<file path="config.mk">
export PLATFORM = sky130hd
export DESIGN_NAME = nmm_ram
export DESIGN_NICKNAME = d
export VERILOG_FILES = /design/src/sv/nmm_ram.sv
export SDC_FILE = /design/constraint.sdc
export NUM_CORES = 2
export LEC_CHECK = 0
export BUFFER_PORTS_ARGS = -buffer_cell sky130_fd_sc_hd__buf_2
export CORE_UTILIZATION = 40
export CTS_CLUSTER_SIZE = 10
export DETAILED_ROUTE_END_ITERATION = 8
export HOLD_SLACK_MARGIN = 0.12
export PLACE_DENSITY_LB_ADDON = 0.25
export SYNTH_ARGS = -nofsm -noshare
export SYNTH_HDL_FRONTEND = slang
export SYNTH_SLANG_ARGS = --single-unit
export TNS_END_PERCENT = 100
</file>
<file path="constraint.sdc">
create_clock -name clk -period 11.1 [get_ports clk]
set_input_delay 1.11 -clock clk [delete_from_list [all_inputs] [get_ports clk]]
set_output_delay 1.11 -clock clk [all_outputs]
set_load 0.005 [all_outputs]
</file>
<file path="src/sv/nmm_ram.sv">
// Generic single-write, single-read RAM with registered read data.
// No dependencies.
`default_nettype none
module nmm_ram #(
	parameter int unsigned WIDTH = 32,
	parameter int unsigned DEPTH = 72
) (
	input  wire                         clk,
	input  wire                         we,
	input  wire  [$clog2(DEPTH)-1:0]    waddr,
	input  wire  [WIDTH-1:0]            wdata,
	input  wire  [$clog2(DEPTH)-1:0]    raddr,
	output logic [WIDTH-1:0]            rdata
);
	logic [WIDTH-1:0] mem_q [DEPTH];

	always_ff @(posedge clk) begin
		if (we) begin
			mem_q[waddr] <= wdata;
		end
		rdata <= mem_q[raddr];
	end
endmodule
`default_nettype wire

</file>
==> summary.txt <==
Run status
  • Run status: finished clean

Die
  • Die Height: 473 µm
  • Die span in x: 473 µm
  • Initial Utilization: 40.3%
  • # IOs: 80
  • Core Rows: 172
  • Core area: 220,000 µm²
  • Die Area: 224,000 µm²

Placed design
  • Area post-placement: 93,500 µm²
  • RePlAce Congestion: 0.773
  • Dpl hpwl: 121,000 µm
  • Port bufs: 79

Global routing
  • Vias in the first global route: 42,600
  • Total GRT Usage: 21.5%
  • Pin count of the biggest net entering global routing: 98
  • Initial antenna violation count: 19
  • Grt ovf: 0
  • First-pass GRT wire length: 336,000 µm

STA
  • Fmax: 0.237 GHz
  • Transition time of the tightest slew-check pin: 1.32 ns
  • RSZ-0062 raised after global routing: no
  • Final Hold Viols: 0
  • Final setup fails: 0
  • WHS: 0.821 ns
  • Period utilisation layout: 38.0%
  • Worst clock skew: 0.0546 ns
  • Slew HR: 12.1%
  • Tmin final: 4.21 ns
  • Pins Over Slew Limit: 0
  • Setup TNS: 0 ns

CTS
  • Clk slew on worst S/H paths: 0.05 ns
  • H-Tree Depth: 5
  • Maximum clock path buffer count: 4
  • Worst-skew pair later-pin latency: 0.94 ns
  • Setup Buffers After CTS: 0
  • CTS tree: yes
  • Inserted Clock Buffers: 285
  • Post-CTS resize count: 0
  • Root Driver: clkbuf_16
  • Sink Count: 2,336
  • Cts hold-fix bufs: 0

Pwr
  • Clock power share: 43.3%
  • Internal: 14.8 mW
  • Sw Ratio: 20.5%
  • Leak pwr: 31.3 nW
  • Sequential power share: 52.3%
  • Pwr dens: 184 nW/µm²
  • Peak VDD IR: 0.179 mV
  • Logic pwr share: 4.4%
  • P_sw: 3.83 mW
  • Power Total: 18.7 mW

Detailed routing
  • Number of DRC markers in iteration 0: 4,767
  • DRT Pass-1 Iters: 6
  • DR WL/cell: 33.3 µm
  • Residual DRC count: 0
  • Post-route ant nets: 0
  • Drt total wl: 240,000 µm
  • Vias: 42,200
  • Vias per cell: 5.87

Layout
  • Footprint of the multi-input gates: 18,400 µm²
  • Register area: 69,800 µm²
  • Fillers: 18,000
  • Post-route design area: 101,000 µm²
  • Share of cells above drive strength 1: 30.1%
  • Final nets: 4,172
  • Area growth from synthesis to layout: 14.2%

Setup path
  • Critical path arrival: 4.96 ns
  • CP max FO: 82
  • Largest stage delay, worst path: 0.76 ns
  • Req. time, crit path: 11.85 ns
  • Cells along the critical path: buf_8, buf_12, buf_4, mux4_2, a22oi_1, a21oi_1, a221oi_1, o21ai_1
  • Crit start category: primary input
  • Worst Setup End Kind: flop
  • CP max-delay cell: a221oi_1
  • Crit Path Category: primary input to flop

Flow run
  • Max-cap check violation count: 0

Synthesis
  • Number of distinct library cells after synthesis: 42
  • Top post-synthesis cells by area: edfxtp_1, mux4_2, mux2_2, mux2i_1, a22oi_1
  • #FFs+latches synth: 2,336
  • Post-synthesis async set-or-reset flop share: 0%
  • Post-synth EDFFs: 2,304
  • Yosys warnings: 0
  • Mapped Nets: 3,865
  • Top_reg_cell synth: edfxtp_1
  • Post-synthesis instance area: 88,700 µm²
  • Cells after synthesis: 3,817
  • Top cell type's share of synthesized area: 78.0%
  • Syn avg cell area: 23.2 µm²
  • Synth area leader: edfxtp_1
  • Seq/Total Area, Yosys: 78.7%

Min path
  • HP Class: flop to flop
kinds of logic after synthesis:
group,count (synthesis),share of synthesized area [%]
flops,2336,78.7
mux,783,16.8
compound gates,257,2.04
simple gates,235,1.22
buf+inv,206,1.23
registers in the layout, indices dropped and copies added (netlist names):
| signal | flops |
|---|---|
| mem_q | 2304 |
| rdata | 32 |
metal layers:
metal,wire length [µm],vias to the layer above,part of all wire (%),GRT usage [%]
li1,-,16900,-,-
met1,98600,23200,41,30.0
met2,118000,1807,49,34.9
met3,17300,330,7.2,3.71
met4,5980,10,2.5,5.97
met5,66,-,0.028,0
cell usage in the layout, fill, tap and decap left out, types with 3 or more instances in the layout:
| cell | count |
|---|---|
| mux2_2 | 109 |
| a22oi_1 | 92 |
| mux4_2 | 555 |
| nor2_1 | 13 |
| o22ai_1 | 57 |
| diode_2 | 6 |
| nor2_4 | 70 |
| buf_4 | 139 |
| dfxtp_1 | 32 |
| a32oi_1 | 3 |
| buf_2 | 75 |
| mux2i_1 | 119 |
| nand3_1 | 32 |
| a221oi_1 | 11 |
| edfxtp_1 | 2304 |
| buf_8 | 3 |
| buf_12 | 8 |
| nor3_1 | 16 |
| clkbuf_16 | 295 |
| a21oi_1 | 19 |
| a211oi_1 | 34 |
| nor4_1 | 7 |
| and2_1 | 5 |
| nand2b_1 | 10 |
| o21ai_0 | 14 |
| o31ai_1 | 7 |
| clkbuf_1 | 88 |
| nand2_1 | 46 |
| o2111ai_1 | 3 |
| nor2b_1 | 17 |
| or2_2 | 3 |
| nor2b_2 | 5 |
| a2111oi_0 | 5 |
layout make-up:
cell class | instances | share of cell area, %
Clock inverter | 5 | 0.0519
Inverter | 1 | 0.00370
Tap cell | 2958 | 3.65
Sequential cell | 2336 | 68.9
Antenna cell | 6 | 0.0148
Clock buffer | 384 | 7.63
Timing Repair Buffer | 225 | 1.60
Multi-Input combinational cell | 1275 | 18.1
worst paths after layout:
| kind | to | slack (ns) | startpoint | cells past startpoint |
|---|---|---|---|---|
| hold reg to reg | rdata[15]$_DFF_P_ | 0.82 | mem_q[67][15]$_DFFE_PP_ | 3 |
| hold / removal | rdata[15]$_DFF_P_ | 0.82 | mem_q[67][15]$_DFFE_PP_ | 3 |
| setup / recovery | rdata[9]$_DFF_P_ | 6.89 | raddr[0] | 8 |
| setup reg to reg | rdata[14]$_DFF_P_ | 8.56 | mem_q[4][14]$_DFFE_PP_ | 4 |
stage by stage:
step                      std cells  util, %  worst slack, ns
final                          7190     46.0             6.89
after global routing           7186     46.0             6.63
after CTS                      7184     46.0             6.86
after detailed placement       6795     42.5             5.88
after global placement         6795     42.5             5.93
after floorplan                3817        -             6.82
power groups by stage:
stage / combinational, mW / clock, mW / sequential [mW]
2_1_floorplan: 0.458 / 0 / 9.94
3_3_place_gp: 0.819 / 0 / 9.95
3_5_place_dp: 0.827 / 0 / 9.95
4_1_cts: 0.829 / 8.22 / 9.77
5_1_grt: 0.872 / 8.55 / 9.77
6_report: 0.822 / 8.08 / 9.77
critical path: cells and delay by family:
kind | cells | cell delay [ns]
muxes | 1 | 0.61
AOI/OAI and AO/OA | 4 | 1.32
buffers and inverters | 3 | 1.60
cells in the mapped netlist (3+ instances only):
| cell type | instances |
|---|---|
| a21oi_1 | 19 |
| a211oi_1 | 35 |
| and2_1 | 5 |
| mux2_2 | 109 |
| o21ai_0 | 14 |
| nor3_1 | 18 |
| nand2b_1 | 10 |
| nor2b_1 | 23 |
| a221oi_1 | 11 |
| a2111oi_0 | 5 |
| mux4_2 | 555 |
| nand2_1 | 46 |
| o2111ai_1 | 3 |
| or2_2 | 3 |
| edfxtp_1 | 2304 |
| nand3_1 | 32 |
| buf_1 | 12 |
| a32oi_1 | 3 |
| o22ai_1 | 57 |
| clkbuf_1 | 77 |
| nor2_1 | 84 |
| nor4_1 | 7 |
| o31ai_1 | 7 |
| buf_4 | 43 |
| buf_6 | 10 |
| dfxtp_1 | 32 |
| a22oi_1 | 92 |
| buf_2 | 63 |
| mux2i_1 | 119 |
No activity file was read; power rests on OpenSTA's default activity.
