## config.mk

```make
export PLATFORM = sky130hd
export DESIGN_NAME = nmm_div
export DESIGN_NICKNAME = d
export VERILOG_FILES = /design/src/sv/nmm_pkg.sv /design/src/sv/nmm_div.sv
export SDC_FILE = /design/constraint.sdc
export NUM_CORES = 1
export LEC_CHECK = 0
export BUFFER_PORTS_ARGS = -buffer_cell sky130_fd_sc_hd__buf_4
export CELL_PAD_IN_SITES_DETAIL_PLACEMENT = 1
export CELL_PAD_IN_SITES_GLOBAL_PLACEMENT = 2
export CORE_UTILIZATION = 37
export DETAILED_ROUTE_END_ITERATION = 7
export GPL_ROUTABILITY_DRIVEN = 0
export PLACE_DENSITY = 0.78
export SLEW_MARGIN = 10
export SYNTH_ARGS = -nofsm -noshare
export SYNTH_HDL_FRONTEND = slang
export SYNTH_SLANG_ARGS = --single-unit
export TNS_END_PERCENT = 30
```

## constraint.sdc

```tcl
create_clock -name clk -period 4.8 [get_ports clk]
set_clock_uncertainty 0.1 [all_clocks]
set_input_delay 0.96 -clock clk [delete_from_list [all_inputs] [get_ports clk]]
set_output_delay 0.96 -clock clk [all_outputs]
set_load 0.1 [all_outputs]
```

## src/sv/nmm_pkg.sv

```systemverilog
// Shared types and constants for the fixed-point Nelder-Mead minimizer.
// No dependencies; imported by nmm_blend, nmm_div and nelder_mead_minimizer.
`default_nettype none
package nmm_pkg;

	localparam int unsigned QW = 32;

	localparam logic OP_COORD = 1'b0;
	localparam logic OP_VALUE = 1'b1;

	localparam logic KIND_EVAL = 1'b0;
	localparam logic KIND_BEST = 1'b1;

	localparam logic [1:0] REG_DIMENSION  = 2'd0;
	localparam logic [1:0] REG_MAX_ITER   = 2'd1;
	localparam logic [1:0] REG_TOLERANCE  = 2'd2;
	localparam logic [1:0] REG_STEP_SIZE  = 2'd3;

	localparam logic [3:0]  DIMENSION_RST = 4'd2;
	localparam logic [15:0] MAX_ITER_RST  = 16'd1000;
	localparam logic [30:0] TOLERANCE_RST = 31'd66;
	localparam logic [31:0] STEP_SIZE_RST = 32'h0001_0000;

	typedef enum logic [1:0] {
		F_ONE,
		F_TWO,
		F_HALF
	} factor_t;

	// base + floor((a - b) * factor), saturated
	typedef struct packed {
		logic signed [QW-1:0] base;
		logic signed [QW-1:0] a;
		logic signed [QW-1:0] b;
		factor_t              factor;
	} blend_req_t;

endpackage
`default_nettype wire

```

## src/sv/nmm_div.sv

```systemverilog
// Bit-serial signed-by-unsigned divider, floor rounding, for the centroid.
// One quotient bit per cycle. Depends on nmm_pkg.
`default_nettype none
module nmm_div #(
	parameter int unsigned SW  = 35,
	parameter int unsigned DVW = 4
) (
	input  wire                     clk,
	input  wire                     arst_n,
	input  wire                     start,
	input  wire  signed [SW-1:0]    dividend,
	input  wire         [DVW-1:0]   divisor,
	output logic                    done,
	output logic signed [31:0]      quotient
);
	import nmm_pkg::*;

	localparam int unsigned CNTW = $clog2(SW + 1);

	typedef enum logic [1:0] {
		D_IDLE,
		D_RUN,
		D_FIX
	} dstate_t;

	dstate_t          state_q;
	logic [SW-1:0]    a_q;
	logic [DVW-1:0]   rem_q;
	logic [DVW-1:0]   div_q;
	logic [CNTW-1:0]  cnt_q;
	logic             neg_q;
	logic [DVW:0]     rem_nx;
	logic             fit;
	logic [SW-1:0]    qfix;

	always_comb begin
		rem_nx = {rem_q, a_q[SW-1]};
		fit    = rem_nx >= {1'b0, div_q};
		qfix   = neg_q ? (SW'(0) - a_q - SW'(rem_q != '0)) : a_q;
	end

	always_ff @(posedge clk or negedge arst_n) begin
		if (!arst_n) begin
			state_q <= D_IDLE;
			done    <= 1'b0;
		end else begin
			done <= 1'b0;
			unique case (state_q)
				D_IDLE: begin
					if (start) begin
						neg_q   <= dividend[SW-1];
						a_q     <= dividend[SW-1] ? (SW'(0) - dividend) : dividend;
						div_q   <= divisor;
						rem_q   <= '0;
						cnt_q   <= '0;
						state_q <= D_RUN;
					end
				end
				D_RUN: begin
					rem_q <= fit ? DVW'(rem_nx - {1'b0, div_q}) : rem_nx[DVW-1:0];
					a_q   <= {a_q[SW-2:0], fit};
					cnt_q <= cnt_q + 1'b1;
					if (cnt_q == CNTW'(SW - 1)) begin
						state_q <= D_FIX;
					end
				end
				D_FIX: begin
					quotient <= qfix[31:0];
					done     <= 1'b1;
					state_q  <= D_IDLE;
				end
				default: state_q <= D_IDLE;
			endcase
		end
	end
endmodule
`default_nettype wire

```

==> key figures <==
Logic synthesis
  • Average cell area after synthesis: 9.54 sq um
  • Async set or reset register ratio after synthesis: 3.53%
  • Post-Syn Area: 5960 sq um
  • Top_reg_cell synth: edfxtp_1
  • Largest family of logic cells by synthesized area: compound AO/OA/AOI/OAI gates
  • Post-Synth XOR/XNOR Area: 9.54%
  • Post-synthesis simple-gate area fraction: 14.2%
  • Post-synthesis mux area share: 1.87%
  • Mapped Nets: 708
  • Post-synthesis register bit count: 85
  • Synthesized instance count: 625
  • Post-synth cell types: 59
  • Synth Area in Compound Gates: 18.3%
  • Sequential fraction of the synthesis area: 42.5%
  • Number of synthesized flops with an enable pin: 82
  • Adder-Cell Fraction of Synth Area: 8.73%
  • Total of warnings raised by yosys: 0

STA
  • Hold Fails Final Rpt: 0
  • Rel. slew slack: 35.6%
  • Tcrit/Tclk final: 79.6%
  • Final Critical Period: 3820 ps
  • Max Slew Vio Count: 0
  • Unrepaired setup endpoints after global routing: no
  • # setup viols final: 0
  • Worst-Margin Slew: 966 ps
  • Setup tns final: 0 ps
  • Worst Slack Setup Final: 977 ps
  • Max Fclk: 262 MHz

Clocking
  • Num CTS Buffers: 9
  • Post CTS Setup Buffer Count: 0
  • Root Driver: clkbuf_16
  • H-tree depth: 3
  • Post-CTS Resized: 0
  • Clock Sinks: 85
  • Number of hold buffers added after CTS: 0
  • CTS tree: yes
  • Clock tree buffer depth: 2
  • Worst skew pair latency: 350 ps
  • Clock slew at reported path FFs: 70 ps

Global route
  • M1 GR Usage: 23.4%
  • Initial antenna violation count: 0
  • First-pass GRT wire length: 24.3 mm
  • Vias in the first global route: 4958
  • Gr busiest metal: met2
  • GR Layer Usage met3: 4.37%
  • Grt ovf: 0
  • Met2 usage: 32.8%
  • Largest net degree at the start of global routing: 68
  • GRT Overall Usage: 19.1%

Power and ir drop
  • Lkg Pwr: 2.91 nW
  • PwrDens: 670 nW/um^2
  • Comb pwr share: 57.5%
  • Maximum vdd ir drop: 0.332 mV
  • Internal: 2.62 mW
  • Clock share of power: 13.6%
  • Switching Fraction: 43.9%
  • NetSw: 2.05 mW
  • Sequential Power Share: 29.0%

Detailed routing
  • Drt total wl: 15.0 mm
  • TritonRoute pass-1 iters: 4
  • Routed WL per cell: 16.6 um
  • Via-per-instance ratio: 5.33
  • # DRC: 0
  • Post-route ant nets: 0
  • Vias: 4836
  • Iteration-0 DRC Markers: 310

Setup path
  • Crit path kind: in2reg
  • Crit Path Max Fanout: 5
  • R2R depth: 11
  • Setup crit end kind: flop
  • Worst EP required: 4780 ps
  • Worst reg2reg setup slack: 1090 ps
  • Startpoint Class: primary input
  • Worst reg2reg startpoint: rem_q[0]
  • FF-to-FF End: quotient[30]
  • CP Data Arrival Time: 3810 ps

Place
  • Port bufs: 74
  • Setup WS pre-CTS: 633 ps
  • Cell Count Post-Placement: 892
  • Dpl hpwl: 11.5 mm

Floorplanning
  • Core area: 15800 sq um
  • Starting Density: 37.7%
  • Io pins: 75
  • Die Y: 129 um
  • Core Rows: 46
  • Die X-Extent: 129 um
  • Die area: 16600 sq um

Layout
  • Storage cell area: 2540 sq um
  • Non-Filler Instances: 907
  • Fillers: 1826
  • Area delta synth->final: 17.0%
  • Area of the multi-input gates: 3160 sq um
  • Layout cells sized above 1: 16.1%
  • NumNets Final: 770
  • ANT cells: 0

Status
  • Status: complete, no violations

Flow run
  • Max Cap Viol: 0

Hold path
  • Worst hold path class: in2async
-- cells in the final DEF (no fill, tap or decap), types with 3 or more instances in the layout --
master     synthesis  final
clkbuf_16          0      9
nand3_1            6      6
o21ai_1           12     12
edfxtp_1          82     82
o21a_1             3      3
or4_4              4      4
xnor2_1           27     27
nand2b_1           6      6
o21ai_0           72     72
ha_1              40     40
a211oi_1           4      4
a21oi_1           39     39
nor2_1            28     27
nand2_1           84     84
nand4_1           10     10
or4_1              3      3
dfrtp_1            3      3
a31oi_1            5      5
nor2b_1            7      6
xor2_1            38     38
nor3_1             3      3
buf_4              1     79
inv_1             42     42
o41ai_1            6      6
o21bai_1           5      5
mux2i_1           10     10
o31ai_1            8      8
a21o_1            17     17
-- worst max-delay path, stage by stage --
cell and delay, ps:
buf_4 120, nor3_1 480, nand2_2 170, or4_4 580
or3_4 410, or4_4 540, o41ai_2 260, xor2_1 220
o21ai_1 70
-- metrics by stage --
step | instance area [sq um] | utilization, % | total power [mW] | hold WS [ps]
finish | 6980 | 44.1 | 4.68 | 297
global route | 6980 | 44.1 | 5.10 | 285
CTS | 6980 | 44.1 | 4.72 | 283
detailed placement | 6720 | 42.5 | 4.05 | 422
global placement | 6720 | 42.5 | 3.96 | 412
floorplan | 5960 | - | 3.40 | 374
-- flip-flops by register name, summed over array words and instances, names as in the netlist --
signal and cells:
a_q 35, quotient 32, cnt_q 6, div_q 4, rem_q 4, state_q 2
done 1, neg_q 1
-- synth_stat cells (all sizes together), types with 2 or more instances --
cell,instances,area [sq um]
o31ai,9,72.6
nor2,28,105
nor4b,2,17.5
xnor2,27,236
a31oi,5,31.3
o21a,3,22.5
and3,2,12.5
nor2b,7,43.8
dfrtp,3,75.1
o21ai,84,420
o21bai,5,37.5
or3,4,36.3
o41ai,7,68.8
a211oi,4,30.0
buf,4,33.8
a21o,17,128
clkbuf,23,86.3
inv,42,158
a41oi,2,17.5
nand2b,6,37.5
nor4,3,33.8
or2,2,12.5
or4,8,76.3
xor2,38,333
nand4,10,62.6
nand2,85,322
mux2i,10,100
edfxtp,82,2460
a21oi,39,195
nand3,6,30.0
nor3,3,15.0
ha,40,500
-- worst max-delay path by stage --
stage	cells past startpoint	startpoint	slack [ps]	to
after global routing	13	rem_q[0]	830	quotient[17]
after CTS	9	dividend[1]	1010	a_q[29]
after global placement	9	dividend[1]	700	a_q[29]
after detailed placement	9	dividend[1]	630	a_q[29]
final	9	dividend[1]	980	a_q[29]
after floorplan	2	arst_n	840	quotient[0]
-- cell type report --
cell class / count / share of cell area [%]
clock buffer: 10 / 3.28
inverter: 42 / 2.26
tap: 216 / 3.87
timing repair buffer: 79 / 8.50
sequential: 85 / 36.4
multi-input combinational: 470 / 45.3
clock inverter: 5 / 0.412
-- power by group through the flow --
stage	logic, mW	clock network, mW	registers [mW]
after global placement	2.60	0	1.37
after floorplan	2.09	0	1.31
after global routing	3.03	0.677	1.39
final	2.69	0.634	1.35
after CTS	2.70	0.655	1.36
after detailed placement	2.68	0	1.37
-- layer usage --
metal,wire (um),vias up
li1,-,2383
met1,6810,2338
met2,7330,97
met3,661,18
met4,231,0
met5,0,-
-- logic make-up (layout without fill, tap and decap cells) --
kind of cell	Yosys count	count (layout)
xor gates and xnor gates	65	65
buffers and inverters	70	136
DFF	85	85
adders and majority gates	41	41
and+or+nand+nor	170	170
AOI/OAI and AO/OA	183	183
muxes	11	11
(Power assumes the default switching activity.)
