==> src/sv/nmm_pkg.sv <==
// Shared types and constants for the fixed-point Nelder-Mead minimizer.
// No dependencies; imported by nmm_blend, nmm_div and nelder_mead_minimizer.
`default_nettype none
package nmm_pkg;

	localparam int unsigned QW = 32;

	localparam logic OP_COORD = 1'b0;
	localparam logic OP_VALUE = 1'b1;

	localparam logic KIND_EVAL = 1'b0;
	localparam logic KIND_BEST = 1'b1;

	localparam logic [1:0] REG_DIMENSION  = 2'd0;
	localparam logic [1:0] REG_MAX_ITER   = 2'd1;
	localparam logic [1:0] REG_TOLERANCE  = 2'd2;
	localparam logic [1:0] REG_STEP_SIZE  = 2'd3;

	localparam logic [3:0]  DIMENSION_RST = 4'd2;
	localparam logic [15:0] MAX_ITER_RST  = 16'd1000;
	localparam logic [30:0] TOLERANCE_RST = 31'd66;
	localparam logic [31:0] STEP_SIZE_RST = 32'h0001_0000;

	typedef enum logic [1:0] {
		F_ONE,
		F_TWO,
		F_HALF
	} factor_t;

	// base + floor((a - b) * factor), saturated
	typedef struct packed {
		logic signed [QW-1:0] base;
		logic signed [QW-1:0] a;
		logic signed [QW-1:0] b;
		factor_t              factor;
	} blend_req_t;

endpackage
`default_nettype wire

==> src/sv/nmm_blend.sv <==
// Shared arithmetic unit: base + floor((a - b) * factor), factor 1, 2 or 0.5,
// saturated to 32 bits. Depends on nmm_pkg.
`default_nettype none
module nmm_blend (
	input  nmm_pkg::blend_req_t    req,
	output logic signed [31:0]     res
);
	import nmm_pkg::*;

	logic signed [32:0] diff;
	logic signed [34:0] scaled;
	logic signed [34:0] sum;

	always_comb begin
		diff = 33'(req.a) - 33'(req.b);
		case (req.factor)
			F_TWO:   scaled = 35'(diff) <<< 1;
			F_HALF:  scaled = 35'(diff >>> 1);
			default: scaled = 35'(diff);
		endcase
		sum = 35'(req.base) + scaled;
		if (sum > 35'sd2147483647) begin
			res = 32'sh7FFF_FFFF;
		end else if (sum < -35'sd2147483648) begin
			res = 32'sh8000_0000;
		end else begin
			res = sum[31:0];
		end
	end
endmodule
`default_nettype wire

==> config.mk <==
export PLATFORM = sky130hd
export DESIGN_NAME = nmm_blend
export DESIGN_NICKNAME = d
export VERILOG_FILES = /design/src/sv/nmm_pkg.sv /design/src/sv/nmm_blend.sv
export SDC_FILE = /design/constraint.sdc
export NUM_CORES = 1
export LEC_CHECK = 0
export ABC_AREA = 1
export BUFFER_PORTS_ARGS = -buffer_cell sky130_fd_sc_hd__clkbuf_2
export CAP_MARGIN = 20
export CORE_ASPECT_RATIO = 0.5
export CORE_MARGIN = 2
export CORE_UTILIZATION = 40
export DETAILED_ROUTE_END_ITERATION = 16
export SLEW_MARGIN = 20
export SYNTH_ARGS = -nofsm -noshare
export SYNTH_HDL_FRONTEND = slang
export SYNTH_SLANG_ARGS = --single-unit
==> constraint.sdc <==
create_clock -name vclk -period 7.55
set_input_delay 0.755 -clock vclk [all_inputs]
set_output_delay 0.755 -clock vclk [all_outputs]
set_load 0.005 [all_outputs]
==> flow_summary.ini, run 1 <==
[cells_and_area]
final_common_cell = nand2_1
drive_gt1_share_pct = 12.7
clkbuf_count = 0
fin_nets = 1363
mostFrequentLayoutCells = nand2_1, inv_1, clkbuf_2, nand3_1, nor2_1
area_growth_pct = 14.2
antennaDiodeCount = 0
flops_and_latches = 0
fillerInstances = 1559
seq_area_um2 = 0

[yosys]
syn-cell-area_um2 = 5450
yosysWarningCount = 0
yosysSeqAreaShare_pct = 0
synth_nets = 1243
syn_avg_cell_area_um2 = 5.08
synth.top_cell.area_share_pct = 27.0
synthTopCellsByArea = nand2_1, ha_1, inv_1, nand3_1, a21oi_1
netlist-cell-type-count = 36
synth_top_area_cell = nand2_1
synth_cells = 1074

[place]
routabilityCongestion = 0.932
hpwl_um = 16600
numPortBuffers = 130

[global_routing]
gr-total-overflow = 0
grt_pass1_vias = 6034
antenna_found_initial = 0
grt_max_degree = 32
grt_usage_pct = 24.8
grt_pass1_wl_um = 29600

[status]
outcome = finished, final reports clean

[floorplan]
die_h_um = 86.6
die_area_um2 = 14600
coreArea_um2 = 13400
row_count = 30
initial_core_util_pct = 40.6
die_width_um = 169
num_io_pins = 130

[sta]
fin_crit_ps = 5820
post-route-period-util_pct = 77.1
worst_slew_pin_slew_ps = 842
fin_setup_tns_ps = 0
setup_viol = 0
fmax_mhz = 172
max-slew-margin-rel_pct = 43.9
hold_violations = 0
maxSlewViolCount = 0
rsz0062_at_grt = false

[setup_path]
critPathKind = input port to output pin
cp_num_buf_inv = 4
crit_chain = clkbuf_2, inv_1, ha_1, inv_1, o22ai_1, ha_1, fa_1, nand2_1, nand2_1, nand3_1, nand2_1, nand2_1, nand2_2, nand2_2, nand2_1, nand2_1, nand2_1, nand2_2, o21ai_4, nand2_1, clkbuf_2
cp-end-kind = output pin
crit_top_cell = nand2_1
max_stage_delay_ps = 830
cp-startpoint = req[0]
crit_fanout = 31
startpoint_type = input port
critPathArrivalTime_ps = 5060
worst_ep_required_time_ps = 6800
critical_path.top_delay_family = adder cells
slowest_stage = ha_1

[clocking]
holdBufCountCts = 0
cts_resized = 0
post-cts-setup-buffers = 0

[route]
totalWireLength_um = 18600
drc = 0
drt_iter0_drc = 438
num_vias = 6870
ant_nets = 0
wl_per_cell_um = 13.6
avgViaCountPerCell = 5.02
drtPass1Iterations = 7

[pwr]
leakagePower_nw = 3.86
finalPower_mw = 1.03
irDropWorstVdd_mv = 0.0537
power.density_nw_per_um2 = 165

[run]
cap_violations = 0

[worst_hold_path]
hp-start = req[66]
hold_class = input port to output pin
-- worst min-delay path, delay by kind of cell --
family                   cells  cell delay (ps)
adder cells (fa/ha/maj)      1              120
buffers and inverters        2              180
AND/OR/NAND/NOR              2              100
-- synthesized netlist by cell type --
cell	count
clkbuf_1	7
a31oi_1	3
o21ai_4	1
nand2_2	6
a21oi_1	72
nand2_4	1
o221ai_1	6
xnor2_1	7
ha_1	69
inv_1	179
nor4_1	2
or2_2	8
and2_1	1
buf_8	3
o211ai_1	4
nand2_1	393
nand3b_1	9
buf_6	3
o21bai_1	16
nor2_1	89
fa_1	2
buf_1	1
a21boi_0	1
o22ai_1	3
nor3_1	9
a21o_1	3
inv_2	2
nand3_1	104
and3_1	3
o21ai_1	2
nand4_1	15
xor2_1	30
nand3_2	1
clkinv_1	1
o21ai_0	16
o21a_1	2
-- cells by family after synthesis --
kind of cell | share of synthesized area, %
compound gates | 13.8
xor+xnor | 5.94
fa+ha+maj | 16.6
buf+inv | 14.5
simple gates | 49.2
-- cell type report --
type               instances  area (um^2)  share of cell area, %
well taps                176          220                   3.53
inverters                182          683                   11.0
repair buffers           132          666                   10.7
multi-input cells        878         4660                   74.8
-- path summary, 6_finish.rpt --
kind | endpoint | depth (start not counted)
worst min-delay path | res[0] | 5
worst max-delay path | res[10] | 21
-- stage by stage --
stage | std cells | worst slack, ps | utilization (%) | hold WS [ps] | area, um^2
after floorplan | 1074 | 2810 | - | 1710 | 5450
after global placement | 1368 | 1850 | 46.4 | 1900 | 6230
after detailed placement | 1368 | 1820 | 46.4 | 1900 | 6230
after CTS | 1368 | 1800 | 46.4 | 1910 | 6230
after global routing | 1368 | 1190 | 46.4 | 1960 | 6230
final | 1368 | 1730 | 46.4 | 1910 | 6230
-- layer usage --
layer	vias to the layer above	share of wire, %	track usage, %
met2	200	38	37.3
met3	8	5.6	1.14
met5	-	0	0
met1	2998	56	40.2
li1	3664	-	-
met4	0	0.38	1.17
-- report_power, final --
part	switching, mW	internal, mW	leakage, nW
clock	0	0	0
combinational	0.650	0.377	3.86
sequential	0	0	0
(Power assumes the default switching activity.)
==> inputs of run 2 (changes only) <==
--- a/config.mk
+++ b/config.mk
@@ -5,7 +5,7 @@
 export SDC_FILE = /design/constraint.sdc
 export NUM_CORES = 1
 export LEC_CHECK = 0
-export ABC_AREA = 1
+export ABC_AREA = 0
 export BUFFER_PORTS_ARGS = -buffer_cell sky130_fd_sc_hd__clkbuf_2
 export CAP_MARGIN = 20
 export CORE_ASPECT_RATIO = 0.5
==> constraint.sdc (replaced) <==
create_clock -name vclk -period 5.5
set_input_delay 0.55 -clock vclk [all_inputs]
set_output_delay 0.55 -clock vclk [all_outputs]
set_load 0.005 [all_outputs]
==> run 2 against run 1 <==
The run now ends with setup timing left. Via count is 9.3% lower. Synthesized cell count is 35% lower. Largest power group unchanged. Largest cell class unchanged. Critical path depth is 5 higher. Sequential share of layout area stayed put. First-iteration DRC count is 2.7% higher. Setup slack worse by 2100 ps. Final area is 24% higher. Synthesized area is 14% lower.
==> flow_summary.ini, run 2 <==
[status]
outcome = finished, violations left
violations = setup timing

[place]
routabilityCongestion = 0.913
dp_slack_ps = -515
post_dp_cell_area_um2 = 6670
numPortBuffers = 130
dp.cells = 1125
hpwl_um = 13800

[sta]
fin_crit_ps = 5890
post-route-period-util_pct = 107
rsz0062_at_grt = true
fmax_mhz = 170
hold_violations = 0
maxSlewViolCount = 0
worst_slew_pin_slew_ps = 797
max-slew-margin-rel_pct = 46.9
setup_viol = 31
fin_setup_tns_ps = -10870
worst_slack_ps = -390

[clocking]
holdBufCountCts = 0

[yosys]
syn-cell-area_um2 = 4690
syn_avg_cell_area_um2 = 6.71
yosysSeqAreaShare_pct = 0
netlist-cell-type-count = 65
synth.top_cell.area_share_pct = 18.4
synth_nets = 868
ys_top_cells_by_count = a21oi_1, ha_1, nor2_1
yosysWarningCount = 0
synth_cells = 699
synthTopCellsByArea = ha_1, a21oi_1, o21ai_2, xnor2_1, nor2_1
synth_top_area_cell = ha_1

[cells_and_area]
final_common_cell = buf_4
drive_gt1_share_pct = 47.6
fin_cells = 1148
seq_area_um2 = 0
fin_nets = 1160
fillerInstances = 969
fin_util_pct = 68.7
mostFrequentLayoutCells = buf_4, clkbuf_2, nand2_1, nor2_1, inv_1
antennaDiodeCount = 0
clkbuf_count = 0
flops_and_latches = 0
area_growth_pct = 64.3
multiInputGateArea_um2 = 4990
postLayoutCellArea_um2 = 7700

[pwr]
p_clk_share_pct = 0
internal-power_mw = 1.11
p_seq_share_pct = 0
swShare_pct = 49.9
irDropWorstVdd_mv = 0.138
switchingPower_mw = 1.11
p_comb_share_pct = 100.0
power.density_nw_per_um2 = 288
leakagePower_nw = 3.70

[route]
avgViaCountPerCell = 5.43
wl_per_cell_um = 15.7
num_vias = 6234
drtPass1Iterations = 5
totalWireLength_um = 18100
drc = 0
ant_nets = 0
drt_iter0_drc = 450

[floorplan]
die_width_um = 157
coreArea_um2 = 11200
num_io_pins = 130
die_area_um2 = 12700
die_h_um = 80.6
initial_core_util_pct = 41.8
row_count = 27

[setup_path]
worst_ep_required_time_ps = 4950
critPathKind = input port to output pin
crit_fanout = 9
cp-end-kind = output pin
startpoint_type = input port
critPathArrivalTime_ps = 5340

[global_routing]
grt_pass1_wl_um = 28100
grt_max_degree = 51
grt_pass1_vias = 5762
grt_usage_pct = 27.3
antenna_found_initial = 0
gr-total-overflow = 0

[run]
cap_violations = 0

[worst_hold_path]
hold_class = input port to output pin
-- run 2: cell count changes after synthesis, moves of 14 or more --
cell      delta
nand2_1    -326
nand3_1     -94
inv_1      -119
clkbuf_1    +14
a221oi_1    +18
o21ai_2     +31
nor2_1      -20
o21ai_0     +28
a22oi_1     +14
xnor2_1     +24
-- run 2: what timing repair did --
item	4_1_cts	5_1_grt
resized for setup	109	49
pin swaps	38	38
setup buffers	17	5
gates cloned	5	0
setup endpoints to repair	32	32
-- run 2: cell families after synthesis --
group           after synthesis  synth area share [%]
fa+ha+maj                    71                  19.3
xor+xnor                     55                  10.6
compound gates              283                  42.5
simple gates                195                  18.7
buf+inv                      94                  8.81
mux                           1                 0.214
-- run 2: path summary, 6_finish.rpt --
| kind | startpoint | end | slack, ps | cells past startpoint |
|---|---|---|---|---|
| max | req[34] | res[19] | -390 | 26 |
| min | req[66] | res[0] | 1590 | 5 |
-- run 2: per-layer routing --
layer	up-vias	track usage (%)	wire (um)
met4	0	2.45	115
met3	12	1.35	926
met1	2885	39.7	8960
met2	199	46.1	8060
li1	3138	-	-
met5	-	0	0
-- run 2: worst max-delay path: stages --
cell and delay, ps:
buf_6 100, inv_4 50, ha_4 120, fa_2 220, nor2b_4 50, o31a_1 280
o211ai_1 400, a21oi_4 110, buf_6 160, a211o_1 330, a31oi_4 210, xnor2_2 100
buf_4 150, a221oi_2 230, nor2_1 80, ha_1 360, and3_4 220, a211o_1 320
a21oi_2 190, o31ai_4 100, xor2_2 270, a31oi_4 170, buf_6 160, buf_12 140
o21ai_2 130, clkbuf_2 140
-- run 2: power by group through the flow --
stage          registers (mW)  clock network (mW)  logic [mW]
2_1_floorplan               0                   0        1.06
5_1_grt                     0                   0        2.39
6_report                    0                   0        2.22
3_5_place_dp                0                   0        1.80
4_1_cts                     0                   0        2.14
3_3_place_gp                0                   0        1.77
-- run 2: per-stage QoR --
| step | power [mW] | hold WS, ps |
|---|---|---|
| floorplan | 1.06 | 1370 |
| global placement | 1.77 | 1610 |
| detailed placement | 1.80 | 1620 |
| CTS | 2.14 | 1590 |
| global route | 2.39 | 1610 |
| finish | 2.22 | 1590 |
-- run 2: cell type report --
type / instances / share of cell area, %
multi-input combinational: 605 / 64.8
timing repair buffer: 324 / 29.6
tap: 159 / 2.58
inverter: 60 / 2.96
==> inputs of run 3 (changes only) <==
--- a/config.mk
+++ b/config.mk
@@ -10,7 +10,7 @@
 export CAP_MARGIN = 20
 export CORE_ASPECT_RATIO = 0.5
 export CORE_MARGIN = 2
-export CORE_UTILIZATION = 40
+export CORE_UTILIZATION = 32
 export DETAILED_ROUTE_END_ITERATION = 16
 export SLEW_MARGIN = 20
 export SYNTH_ARGS = -nofsm -noshare
==> run 3 against run 2 <==
The run still ends with setup timing left. Routed wire length is 0.44% lower. Core utilization down 15 points. Sequential share of layout area stayed put. Setup slack got worse by 120 ps. First-iteration DRC count fell by 32%. Critical path depth increased by 4. Non-clock buffer count rose by 7. Cell count grew 4.0%. Clock-buffer cell count stayed put. Final area is 0.89% higher. Critical path type unchanged. Critical endpoint is now res[6].
==> flow_summary.ini, run 3 (synthesis results as in run 2) <==
[pwr]
finalPower_mw = 2.17
leakagePower_nw = 3.76
power.density_nw_per_um2 = 280
irDropWorstVdd_mv = 0.114

[sta]
fin_setup_tns_ps = -14490
post-route-period-util_pct = 109
worst_slew_pin_slew_ps = 977
fin_crit_ps = 6010
hold_violations = 0
max-slew-margin-rel_pct = 34.9
maxSlewViolCount = 0
fmax_mhz = 166
rsz0062_at_grt = true
worst_slack_ps = -508
setup_viol = 31
whs_ps = 1600

[place]
hpwl_um = 14200
dp.cells = 1157
routabilityCongestion = 0.897
post_dp_cell_area_um2 = 6710
dp_slack_ps = -652
numPortBuffers = 130

[route]
drtPass1Iterations = 4
totalWireLength_um = 18000
num_vias = 6159
avgViaCountPerCell = 5.16
drc = 0
wl_per_cell_um = 15.1
drt_iter0_drc = 306
ant_nets = 0

[setup_path]
critPathArrivalTime_ps = 5460
crit_fanout = 6
slowest_stage = fa_2
critical_path.top_delay_family = compound AO/OA/AOI/OAI gates
max_stage_delay_ps = 370
crit_top_cell = buf_4
worst_ep_required_time_ps = 4950
critPathKind = input port to output pin
cp-end-kind = output pin
startpoint_type = input port
cp_num_buf_inv = 11
crit_cells = 30

[global_routing]
grt_usage_pct = 21.2
antenna_found_initial = 0
grt_pass1_wl_um = 27700
gr-total-overflow = 0
grt_pass1_vias = 5646
grt_max_degree = 52

[cells_and_area]
mostFrequentLayoutCells = buf_4, clkbuf_2, nand2_1, nor2_1, inv_1
area_growth_pct = 65.7
fin_util_pct = 54.0
fillerInstances = 1376
postLayoutCellArea_um2 = 7770
fin_cells = 1194
final_common_cell = buf_4
flops_and_latches = 0
fin_nets = 1167
clkbuf_count = 0
antennaDiodeCount = 0
drive_gt1_share_pct = 47.0
seq_area_um2 = 0

[floorplan]
row_count = 31
coreArea_um2 = 14400
die_area_um2 = 15700
die_width_um = 175
initial_core_util_pct = 32.6
num_io_pins = 130
die_h_um = 89.6

[status]
violations = setup timing
outcome = finished, violations left

[worst_hold_path]
hold_end = res[0]
hold_class = input port to output pin
hp-start = req[66]
holdPathStages = 5

[run]
cap_violations = 0
run 3: changes by cell type in the layout (fill, tap and decap cells not counted), moves of 4 or more:
cell	change
clkbuf_2	-9
o21ai_2	-4
buf_4	+4
ha_1	+4
o21ai_1	+8
buf_12	+4
buf_2	+7
run 3: power by group:
group	leakage (nW)	switching, mW	internal (mW)
sequential	0	0	0
combinational	3.76	1.07	1.10
clock	0	0	0
run 3: how the worst max path moves through the flow:
stage,to,from
2_1_floorplan,res[10],req[34]
3_3_place_gp,res[2],req[34]
3_5_place_dp,res[6],req[34]
4_1_cts,res[6],req[34]
5_1_grt,res[6],req[5]
6_report,res[6],req[34]
run 3: metal layers:
metal	track usage, %	vias to the layer above	part of all wire, %
li1	-	3146	-
met1	31.0	2845	49
met2	35.6	150	45
met3	1.18	18	3.9
met4	2.50	0	1.2
met5	0	-	0
run 3: repair_timing:
action,CTS,global route
hold endpoints to repair,0,0
cloned,1,2
pin swaps,60,67
gates resized for setup,83,72
hold buffers,0,0
setup endpoints to repair,32,32
setup buffers,25,10
run 3: layout make-up:
type,instances,area [um^2],share of cell area [%]
tap,198,248,3.19
multi-input combinational,605,4930,63.4
timing repair buffer,331,2370,30.5
inverter,60,228,2.93
